--- src/hw/rtl/bcs_pkg.sv ---
// Package for the bounded composition stepper: sizes, payload structs, action codes
// and the command/status structs between controller and datapath.
// No dependencies.
`timescale 1ns / 1ps

package bcs_pkg;

  localparam int SLOTS       = 8;
  localparam int COUNT_BITS  = 8;
  localparam int IDX_W       = (SLOTS > 1) ? $clog2(SLOTS) : 1;
  localparam int NUM_W       = $clog2(SLOTS + 1);
  localparam int TOTAL_W     = 11;
  localparam int CFG_W       = 4;
  localparam int SUM_MIN_W   = COUNT_BITS + $clog2(SLOTS + 1);
  localparam int SUM_W       = (SUM_MIN_W > TOTAL_W) ? SUM_MIN_W : TOTAL_W;
  localparam int S_W         = SUM_W + 2;

  localparam logic [CFG_W-1:0] SLOTS_IN_USE_RESET = 4'd8;

  localparam logic [1:0] ACT_LOAD    = 2'd0;
  localparam logic [1:0] ACT_FILL    = 2'd1;
  localparam logic [1:0] ACT_ADVANCE = 2'd2;

  typedef struct packed {
    logic [1:0]  action;
    logic [2:0]  slot_select;
    logic [7:0]  limit_value;
    logic [10:0] total;
  } item_t;

  typedef struct packed {
    logic [2:0] slot_number;
    logic [7:0] slot_count;
    logic       ok;
    logic       last;
  } result_t;

  typedef enum logic [2:0] {
    OP_NONE,
    OP_LOAD,
    OP_FILL_BEGIN,
    OP_SCAN_BEGIN,
    OP_FILL_STEP,
    OP_SCAN_STEP,
    OP_CLEAR_STEP,
    OP_EMIT_STEP
  } dp_op_t;

  typedef struct packed {
    dp_op_t op;
    logic   restart;
    logic   ok;
  } dp_cmd_t;

  typedef struct packed {
    logic k_last;
    logic k_zero;
    logic fill_last;
    logic hit;
    logic rem_zero;
  } dp_stat_t;

endpackage

--- src/hw/rtl/bcs_ctrl.sv ---
// Controller of the bounded composition stepper: sequences the fill, odometer scan,
// clear and emit passes of the datapath. Depends on bcs_pkg.
`timescale 1ns / 1ps

module bcs_ctrl import bcs_pkg::*; (
  input  logic       clk,
  input  logic       rst,
  input  logic       start,
  input  logic [1:0] action,
  input  dp_stat_t   stat,
  output dp_cmd_t    cmd,
  output logic       busy
);

  typedef enum logic [2:0] {
    S_IDLE,
    S_FILL,
    S_SCAN,
    S_CLEAR,
    S_EMIT
  } state_t;

  state_t state;
  logic   ok;
  logic   refill;

  assign busy = (state != S_IDLE);

  always_comb begin
    cmd.op      = OP_NONE;
    cmd.restart = 1'b0;
    cmd.ok      = ok;
    unique case (state)
      S_IDLE: begin
        if (start) begin
          unique case (action)
            ACT_LOAD:    cmd.op = OP_LOAD;
            ACT_FILL:    cmd.op = OP_FILL_BEGIN;
            ACT_ADVANCE: cmd.op = OP_SCAN_BEGIN;
            default:     cmd.op = OP_NONE;
          endcase
        end
      end
      S_FILL: begin
        cmd.op      = OP_FILL_STEP;
        cmd.restart = stat.fill_last;
      end
      S_SCAN: begin
        cmd.op      = OP_SCAN_STEP;
        cmd.restart = stat.k_last;
      end
      S_CLEAR: begin
        cmd.op      = OP_CLEAR_STEP;
        cmd.restart = stat.k_last;
      end
      S_EMIT: begin
        cmd.op      = OP_EMIT_STEP;
        cmd.restart = stat.k_last;
      end
      default: cmd.op = OP_NONE;
    endcase
  end

  always_ff @(posedge clk) begin
    if (rst) begin
      state  <= S_IDLE;
      ok     <= 1'b0;
      refill <= 1'b0;
    end else begin
      unique case (state)
        S_IDLE: begin
          if (start) begin
            if (action == ACT_FILL) begin
              refill <= 1'b0;
              state  <= S_FILL;
            end else if (action == ACT_ADVANCE) begin
              state <= S_SCAN;
            end
          end
        end
        S_FILL: begin
          if (stat.fill_last) begin
            // A refill after an odometer step always succeeds.
            ok    <= refill | stat.rem_zero;
            state <= S_EMIT;
          end
        end
        S_SCAN: begin
          if (stat.hit) begin
            ok <= 1'b1;
            if (stat.k_zero) begin
              state <= S_EMIT;
            end else begin
              refill <= 1'b1;
              state  <= S_FILL;
            end
          end else if (stat.k_last) begin
            ok    <= 1'b0;
            state <= S_CLEAR;
          end
        end
        S_CLEAR: begin
          if (stat.k_last) state <= S_EMIT;
        end
        S_EMIT: begin
          if (stat.k_last) state <= S_IDLE;
        end
        default: state <= S_IDLE;
      endcase
    end
  end

endmodule

--- src/hw/rtl/bcs_dp.sv ---
// Datapath of the bounded composition stepper: limit and count stores, slot counter,
// running sums, odometer step test and the result register. Depends on bcs_pkg.
`timescale 1ns / 1ps

module bcs_dp import bcs_pkg::*; (
  input  logic             clk,
  input  logic             rst,
  input  dp_cmd_t          cmd,
  input  item_t            item,
  input  logic             cfg_write,
  input  logic [CFG_W-1:0] cfg_data,
  output dp_stat_t         stat,
  output result_t          result,
  output logic             result_valid
);

  logic [COUNT_BITS-1:0] limit_store [SLOTS];
  logic [COUNT_BITS-1:0] count_store [SLOTS];
  logic [CFG_W-1:0]      slots_in_use;
  logic [IDX_W-1:0]      k;
  logic [IDX_W-1:0]      fill_top;
  logic [SUM_W-1:0]      amount;
  logic [SUM_W-1:0]      prefix;
  logic [SUM_W-1:0]      cap;

  logic [NUM_W-1:0]      n_eff;
  logic [IDX_W-1:0]      k_top;
  logic [COUNT_BITS-1:0] cnt_k;
  logic [COUNT_BITS-1:0] lim_k;
  logic [COUNT_BITS-1:0] fill_d;
  logic [SUM_W-1:0]      need;
  logic signed [S_W-1:0] need_s;
  logic signed [S_W-1:0] v_inc;
  logic signed [S_W-1:0] v_gap;
  logic signed [S_W-1:0] v;
  logic signed [S_W-1:0] rest;
  logic                  hit;
  logic                  sel_ok;

  always_comb begin
    if (slots_in_use == '0) begin
      n_eff = NUM_W'(1);
    end else if (int'(slots_in_use) > SLOTS) begin
      n_eff = NUM_W'(SLOTS);
    end else begin
      n_eff = NUM_W'(slots_in_use);
    end
  end

  assign k_top = IDX_W'(n_eff - NUM_W'(1));
  assign cnt_k = count_store[k];
  assign lim_k = limit_store[k];

  // Greedy share of the current slot.
  assign fill_d = (amount < SUM_W'(lim_k)) ? COUNT_BITS'(amount) : lim_k;

  // Odometer test: need is the sum of slots 0..k, cap the sum of limits below k.
  assign need   = prefix + SUM_W'(cnt_k);
  assign need_s = $signed(S_W'(need));
  assign v_inc  = $signed(S_W'(cnt_k)) + S_W'(1);
  assign v_gap  = need_s - $signed(S_W'(cap));
  assign v      = (v_gap > v_inc) ? v_gap : v_inc;
  assign hit    = (v <= $signed(S_W'(lim_k))) && (v <= need_s);
  assign rest   = need_s - v;

  assign sel_ok = int'(item.slot_select) < SLOTS;

  assign stat.k_last    = (k == k_top);
  assign stat.k_zero    = (k == '0);
  assign stat.fill_last = (k == fill_top);
  assign stat.hit       = hit;
  assign stat.rem_zero  = (amount == SUM_W'(fill_d));

  always_ff @(posedge clk) begin
    if (rst) begin
      slots_in_use <= SLOTS_IN_USE_RESET;
    end else if (cfg_write) begin
      slots_in_use <= cfg_data;
    end
  end

  always_ff @(posedge clk) begin
    if (rst) begin
      for (int i = 0; i < SLOTS; i++) begin
        limit_store[i] <= '0;
        count_store[i] <= '0;
      end
      k            <= '0;
      result_valid <= 1'b0;
    end else begin
      result_valid <= 1'b0;
      unique case (cmd.op)
        OP_NONE: begin
        end
        OP_LOAD: begin
          if (sel_ok) limit_store[IDX_W'(item.slot_select)] <= COUNT_BITS'(item.limit_value);
          result.slot_number <= item.slot_select;
          result.slot_count  <= sel_ok ? 8'(COUNT_BITS'(item.limit_value)) : 8'd0;
          result.ok          <= sel_ok;
          result.last        <= 1'b1;
          result_valid       <= 1'b1;
        end
        OP_FILL_BEGIN: begin
          k        <= '0;
          amount   <= SUM_W'(item.total);
          fill_top <= k_top;
        end
        OP_SCAN_BEGIN: begin
          k      <= '0;
          prefix <= '0;
          cap    <= '0;
        end
        OP_FILL_STEP: begin
          count_store[k] <= fill_d;
          amount         <= amount - SUM_W'(fill_d);
          k              <= cmd.restart ? '0 : k + IDX_W'(1);
        end
        OP_SCAN_STEP: begin
          if (hit) begin
            // Slots below k are then refilled greedily with what is left.
            count_store[k] <= COUNT_BITS'(v);
            amount         <= SUM_W'(rest);
            fill_top       <= k - IDX_W'(1);
            k              <= '0;
          end else begin
            prefix <= need;
            cap    <= cap + SUM_W'(lim_k);
            k      <= cmd.restart ? '0 : k + IDX_W'(1);
          end
        end
        OP_CLEAR_STEP: begin
          count_store[k] <= '0;
          k              <= cmd.restart ? '0 : k + IDX_W'(1);
        end
        OP_EMIT_STEP: begin
          result.slot_number <= 3'(k);
          result.slot_count  <= 8'(cnt_k);
          result.ok          <= cmd.ok;
          result.last        <= stat.k_last;
          result_valid       <= 1'b1;
          k                  <= cmd.restart ? '0 : k + IDX_W'(1);
        end
        default: begin
        end
      endcase
    end
  end

endmodule

--- src/hw/rtl/bounded_composition_stepper_core.sv ---
// A load's word appears the cycle after start. With n active slots, fill runs a greedy
// pass, then emits one word per cycle; advance scans the odometer one slot per cycle, then
// refills the lower slots or clears all active slots and emits n words.
// The next start is taken at the edge that retires the last word; results never stall.
// Reset (rst, synchronous) zeroes all limits and counts and sets slots_in_use to 8.
// Top level; depends on bcs_pkg, bcs_ctrl and bcs_dp.
`timescale 1ns / 1ps

module bounded_composition_stepper_core import bcs_pkg::*; (
  input  logic             clk,
  input  logic             rst,
  input  logic             start,
  output logic             busy,
  input  item_t            item,
  output result_t          result,
  output logic             result_valid,
  input  logic             cfg_valid,
  output logic             cfg_ready,
  input  logic [CFG_W-1:0] cfg_data
);

  dp_cmd_t  cmd;
  dp_stat_t stat;

  // A configuration word is held off while the core is busy or an item is being accepted.
  assign cfg_ready = ~busy & ~start;

  bcs_ctrl u_ctrl (
    .clk    (clk),
    .rst    (rst),
    .start  (start),
    .action (item.action),
    .stat   (stat),
    .cmd    (cmd),
    .busy   (busy)
  );

  bcs_dp u_dp (
    .clk          (clk),
    .rst          (rst),
    .cmd          (cmd),
    .item         (item),
    .cfg_write    (cfg_valid & cfg_ready),
    .cfg_data     (cfg_data),
    .stat         (stat),
    .result       (result),
    .result_valid (result_valid)
  );

endmodule
--- config.mk ---
export PLATFORM = sky130hd
export DESIGN_NAME = bounded_composition_stepper_core
export DESIGN_NICKNAME = d
export VERILOG_FILES = /design/src/hw/rtl/bcs_pkg.sv /design/src/hw/rtl/bcs_ctrl.sv /design/src/hw/rtl/bcs_dp.sv /design/src/hw/rtl/bounded_composition_stepper_core.sv
export SDC_FILE = /design/constraint.sdc
export NUM_CORES = 1
export LEC_CHECK = 0
export BUFFER_PORTS_ARGS = -buffer_cell sky130_fd_sc_hd__buf_2
export CAP_MARGIN = 20
export CORE_ASPECT_RATIO = 1.25
export CORE_MARGIN = 2
export CORE_UTILIZATION = 57
export CTS_CLUSTER_DIAMETER = 60
export DETAILED_ROUTE_END_ITERATION = 7
export PLACE_DENSITY = 0.82
export SLEW_MARGIN = 20
export SYNTH_ARGS = -nofsm -noshare
export SYNTH_HDL_FRONTEND = slang
export SYNTH_SLANG_ARGS = --single-unit
--- constraint.sdc ---
create_clock -name clk -period 8.85 [get_ports clk]
set_input_delay 0.885 -clock clk [delete_from_list [all_inputs] [get_ports clk]]
set_output_delay 0.885 -clock clk [all_outputs]
set_load 0.02 [all_outputs]
Yosys cells after proc, flatten, opt, wreduce, memory -nomap -nowiden --
Memory sizes are Yosys's and may differ from the RTL's. A register that Yosys moved wholly into a read port is not among the register bits. Cells that the tools add are included.
Storage, ports and cells: register bits after elaboration 65, bits in writable memories 128, input bits 32, logic and storage cells 158, memories kept 2
Memories:
- u_dp.count_store | depth 8, bits a word 8, rd ports 1, clocked after memory_dff 1, wr ports 8, line bcs_dp.sv:18 | logic [COUNT_BITS-1:0] count_store [SLOTS];
- u_dp.limit_store | depth 8, bits a word 8, rd ports 1, clocked after memory_dff 1, wr ports 8, line bcs_dp.sv:17 | logic [COUNT_BITS-1:0] limit_store [SLOTS];
Operators by class: add/subtract/negate cells 9, magnitude comparators 5, eq/ne operators 27, muxes and demuxes 67, bitwise gates (word level) 8, reductions and logical operators 26
Operators with widths (number):
- two-way mux 3 bit | 21
- case mux 12 bit (2 select lines) | 2
- two-way mux 8 bit | 5
- two-way mux 12 bit | 3
- case mux 12 bit (3 select lines) | 1
- case mux 3 bit (5 select lines) | 2
- case mux 13 bit (2 select lines) | 1
- two-way mux 1 bit | 25
- adder 12 x 8 -> 12 bit | 2
- OR reduction 8 bit | 2
- equality test 3 bit (second input constant) | 5
- > comparator 14 bit | 1
- less-or-equal comparator 14 x 13 -> 1 bit | 1
- less-or-equal comparator 14 x 9 -> 1 bit | 1
- two-way mux 14 bit | 1
- subtractor 12 x 12 -> 13 bit | 1
- equality test 12 x 8 -> 1 bit | 1
- equality test 3 x 2 -> 1 bit (second input constant) | 4
- < comparator 12 x 8 -> 1 bit | 1
- inequality test 2 bit (second input constant) | 6
- AND reduction 3 bit | 4
- subtractor 12 bit | 1
- subtractor 12 x 8 -> 12 bit | 1
- nonzero test 2 bit | 5
- other kinds (28) | 45

Longest topological paths before layout --
word-level depth 14, depth in mapped cells 42, depth with buffers taken out 38

By module --
Synthesis repeated with hierarchy kept, for this count alone.
Second synthesis, totals: cells, all modules 1175, area, all modules 12893.6 µm²
By module, submodules not included:
- bcs_dp | times used 1, cells an instance 1106, area each 12359.4 µm²
- bcs_ctrl | times used 1, cells an instance 67, area each 518.0 µm²
- bounded_composition_stepper_core | times used 1, cells an instance 2, area each 16.3 µm²

Worst setup path before layout --
No wires, ideal clock.
path type reg-to-reg, start register with a tool-made name, end register u_dp.amount[0] (enable), library setup time 0.400 ns, data arrival time 9.170 ns, required time 8.450 ns, setup slack -0.721 ns, stages on the path, launching flop included 40, period minus slack after synthesis 9.571 ns, cells stage by stage dfxtp_1 -> buf_4 -> buf_6 -> buf_2 -> mux4_2 -> mux2i_1 -> inv_1 -> ha_1 -> fa_1 -> a21oi_1 -> nor2_1 -> nor2_1 -> o21bai_1 -> a21oi_1 -> o21bai_1 -> a21oi_1 -> xor2_1 -> inv_1 -> (+4 left out) -> or3_1 -> nor2_1 -> nor4bb_1 -> ha_1 -> clkbuf_1 -> nor2_2 -> mux2i_1 -> inv_1 -> ha_1 -> a21o_1 -> a21oi_1 -> nand2_1 -> a221o_1 -> a22oi_1 -> o21ai_0 -> o41ai_4 -> nor2_1 -> a211oi_1
RTL lines:
- end signal, assigned | line bcs_dp.sv:105 | amount <= SUM_W'(item.total);
- end signal, assigned | line bcs_dp.sv:115 | amount <= amount - SUM_W'(fill_d);
- end signal, assigned | line bcs_dp.sv:122 | amount <= SUM_W'(rest);
- end, declared | line bcs_dp.sv:22 | logic [SUM_W-1:0] amount;

==> flow_summary_export.csv <==
group,metric,value,unit
drt,drtPass1Iterations,5,
finish,layout.nets,1340,
critical_path,r2r_slack,0.27,ns
finish,fin_area,0.0141,sq mm
logic_synthesis,syn_inst,1141,
timing,slew_viol_final,0,
global_routing,grt_overflow,0,
timing,hold_viol_final,0,
logic_synthesis,ys.flop_type,"edfxtp_1",
logic_synthesis,yosysSeqAreaShare,45.5,%
die,core,0.0216,sq mm
drt,drc_errors,0,
logic_synthesis,avgSynthCellArea,11.0,sq um
logic_synthesis,yosysMostFrequentCell,"edfxtp_1",
global_routing,grt_max_degree,65,
place,place_area,0.0134,sq mm
logic_synthesis,synth_common_cells,"edfxtp_1 (180), nor2_1 (92), ha_1 (91), inv_1 (88), nor3_1 (81)",
place,port_buffers,47,
clock_tree,root_buffer,"clkbuf_16",
clock_tree,insertion_delay,0.45,ns
critical_path,startpoint_type,"flip-flop",
critical_path,cp.arrival,8.85,ns
finish,fin_util,65.4,%
logic_synthesis,syn-cell-area,0.0126,sq mm
logic_synthesis,async_reset_ff_share,0,%
drt,wl,33.8,mm
status,status,"finished, final reports clean",
clock_tree,path_clk_slew,0.08,ns
drt,routed_via_density,6.33,
timing,min_period,8.58,ns
drt,dr.first_iter.drc_count,934,
logic_synthesis,synth-seq-cells,196,
logic_synthesis,ys.warnings.count,0,
die,io_pins,48,
die,die_h,170,microns
finish,stdcell_count,1504,
finish,drive_gt1_share,20.5,%
timing,max_freq,0.117,GHz
critical_path,crit_required,9.11,ns
timing,final.setup.tns,0,ns
die,start_util,58.2,%
global_routing,grt_pass1_vias,9307,
timing,final.period_utilization,97.0,%
logic_synthesis,synth_area_leaders,"edfxtp_1 (43%), ha_1 (9.1%), mux4_2 (5.7%), and2_1 (3.4%), nor3_1 (3.2%)",
timing,setup_viol,0,
critical_path,slowest_stage,"mux4_2",
clock_tree,cts_buffer_depth,2,
clock_tree,cts_buffers,17,
die,die-area,0.0233,sq mm
critical_path,reg2regPathDepth,38,
drt,vias,9525,
clock_tree,cts_hold_buf,0,
timing,worst_slew_margin_rel,33.3,%
worst_hold_path,hp-start,"u_dp.slots_in_use[0]",
flow_run,drv_cap,0,
drt,drtAntennaViolNets,0,
logic_synthesis,synth_edf_count,180,
die,row_count,60,
logic_synthesis,synth_top_cell_by_area,"edfxtp_1",
timing,clock_skew,0.0122,ns
global_routing,antenna_found_initial,0,
critical_path,cp-end-kind,"flip-flop",
place,hpwl,24.7,mm
finish,num_antenna_cells,0,
timing,tightest_slew,0.997,ns
global_routing,grt_util_all_layers,29.3,%
worst_hold_path,hold_path_depth,2,
logic_synthesis,syn_nets,1269,
critical_path,critPathKind,"flip-flop to flip-flop",
place,place_inst,1470,
critical_path,cp_max_fo,32,
logic_synthesis,synthDistinctLibCells,78,
logic_synthesis,post-synth-top-area-fraction,43.0,%
drt,wl_per_cell,22.5,microns
place,routabilityCongestion,0.965,
clock_tree,tritoncts,"built",
finish,syn_to_final_growth,12.5,%
critical_path,cp_slowest_stage_delay,0.53,ns
clock_tree,h-tree-depth,4,
die,die_w,137,microns
global_routing,grt_pass1_wl,51.1,mm
worst_hold_path,min_path_type,"flip-flop to flip-flop",
clock_tree,clock-sinks,196,
-- kinds of logic (layout without fill, tap and decap cells) --
logic type               count (synthesis)  count (layout)  share of synthesized area (%)
AO/OA/AOI/OAI                          187             187                           10.2
XOR/XNOR                                55              55                           3.83
buffers and inverters                  134             218                           4.20
AND/OR/NAND/NOR                        394             394                           16.4
adder cells (fa/ha/maj)                 96              96                           9.85
flip-flops                             196             196                           45.5
multiplexers                            79              79                           9.96
-- worst max-delay path, delay by kind of cell, from the launching register on --
family	cells	cell delay, ns
flops	1	0.41
compound gates	13	2.15
fa+ha+maj	5	1.52
simple gates	11	2.40
buf+inv	5	0.66
xor+xnor	1	0.24
mux	3	0.97
-- layer usage --
metal  wire, microns  track usage (%)  vias up
met5               0                0        -
met4            1710             14.6        0
met3            2660             5.09      107
met2           16800             49.5      512
met1           12600             36.0     4585
li1                -                -     4321
-- what timing repair did --
action / in CTS / in global routing
gates cloned: 0 / 1
setup buffers: 1 / 0
setup endpoints to repair: 140 / 182
resized for setup: 4 / 31
pin swaps: 1 / 3
endpoints found under the hold margin: 0 / 0
-- metrics by stage --
step | worst slack (ns) | hold WS [ns]
2_1_floorplan | 0.0319 | 0.437
3_3_place_gp | 0.0530 | 0.453
3_5_place_dp | -0.0694 | 0.464
4_1_cts | 0.00882 | 0.475
5_1_grt | -0.0415 | 0.513
6_report | 0.267 | 0.467
-- flip-flops by register name, indices dropped and copies added, names as in the netlist, named ones only --
register,count
u_ctrl.refill,1
u_dp.count_store,64
u_dp.k,3
u_dp.fill_top,3
u_dp.limit_store,64
u_dp.result_valid,1
u_ctrl.state,3
u_dp.amount,12
u_dp.result,13
u_dp.slots_in_use,4
u_dp.cap,12
u_dp.prefix,12
u_ctrl.ok,1
-- area by class of cell --
cell class | count | area [sq um]
multi-input cells | 811 | 6490
fillers | 1626 | 7470
well taps | 279 | 349
flip-flops and latches | 196 | 5730
clock buffers | 17 | 425
repair buffers | 95 | 629
clock inverters | 15 | 184
inverters | 91 | 342
-- cell usage in the layout, fill, tap and decap left out, drive strengths merged, types with 5 or more instances in the layout --
cell type / synthesis / layout
edfxtp: 180 / 180
inv: 90 / 96
buf: 22 / 94
nor2: 93 / 93
ha: 91 / 91
nor3: 88 / 88
and2: 68 / 68
nand2: 52 / 52
a21oi: 48 / 48
o21ai: 46 / 46
xnor2: 41 / 41
mux4: 32 / 32
mux2i: 28 / 28
mux2: 19 / 19
clkbuf: 21 / 18
nand2b: 16 / 16
dfxtp: 16 / 16
nor2b: 15 / 15
a21o: 15 / 15
xor2: 14 / 14
nand3: 13 / 13
or2: 12 / 12
nand4: 11 / 11
clkinv: 1 / 9
o21bai: 7 / 7
a21boi: 7 / 7
a211oi: 7 / 7
o2111ai: 6 / 6
o21a: 5 / 5
o221ai: 5 / 5
a22oi: 5 / 5
fa: 5 / 5
-- worst paths after layout --
path,end
setup / recovery,u_dp.count_store[3][2]
setup reg to reg,u_dp.count_store[3][2]
hold / removal,u_dp.slots_in_use[0]
hold reg to reg,u_dp.slots_in_use[0]
Power is not shown: default switching activity piles up to over one toggle a cycle in this logic, so the estimate is an artifact.
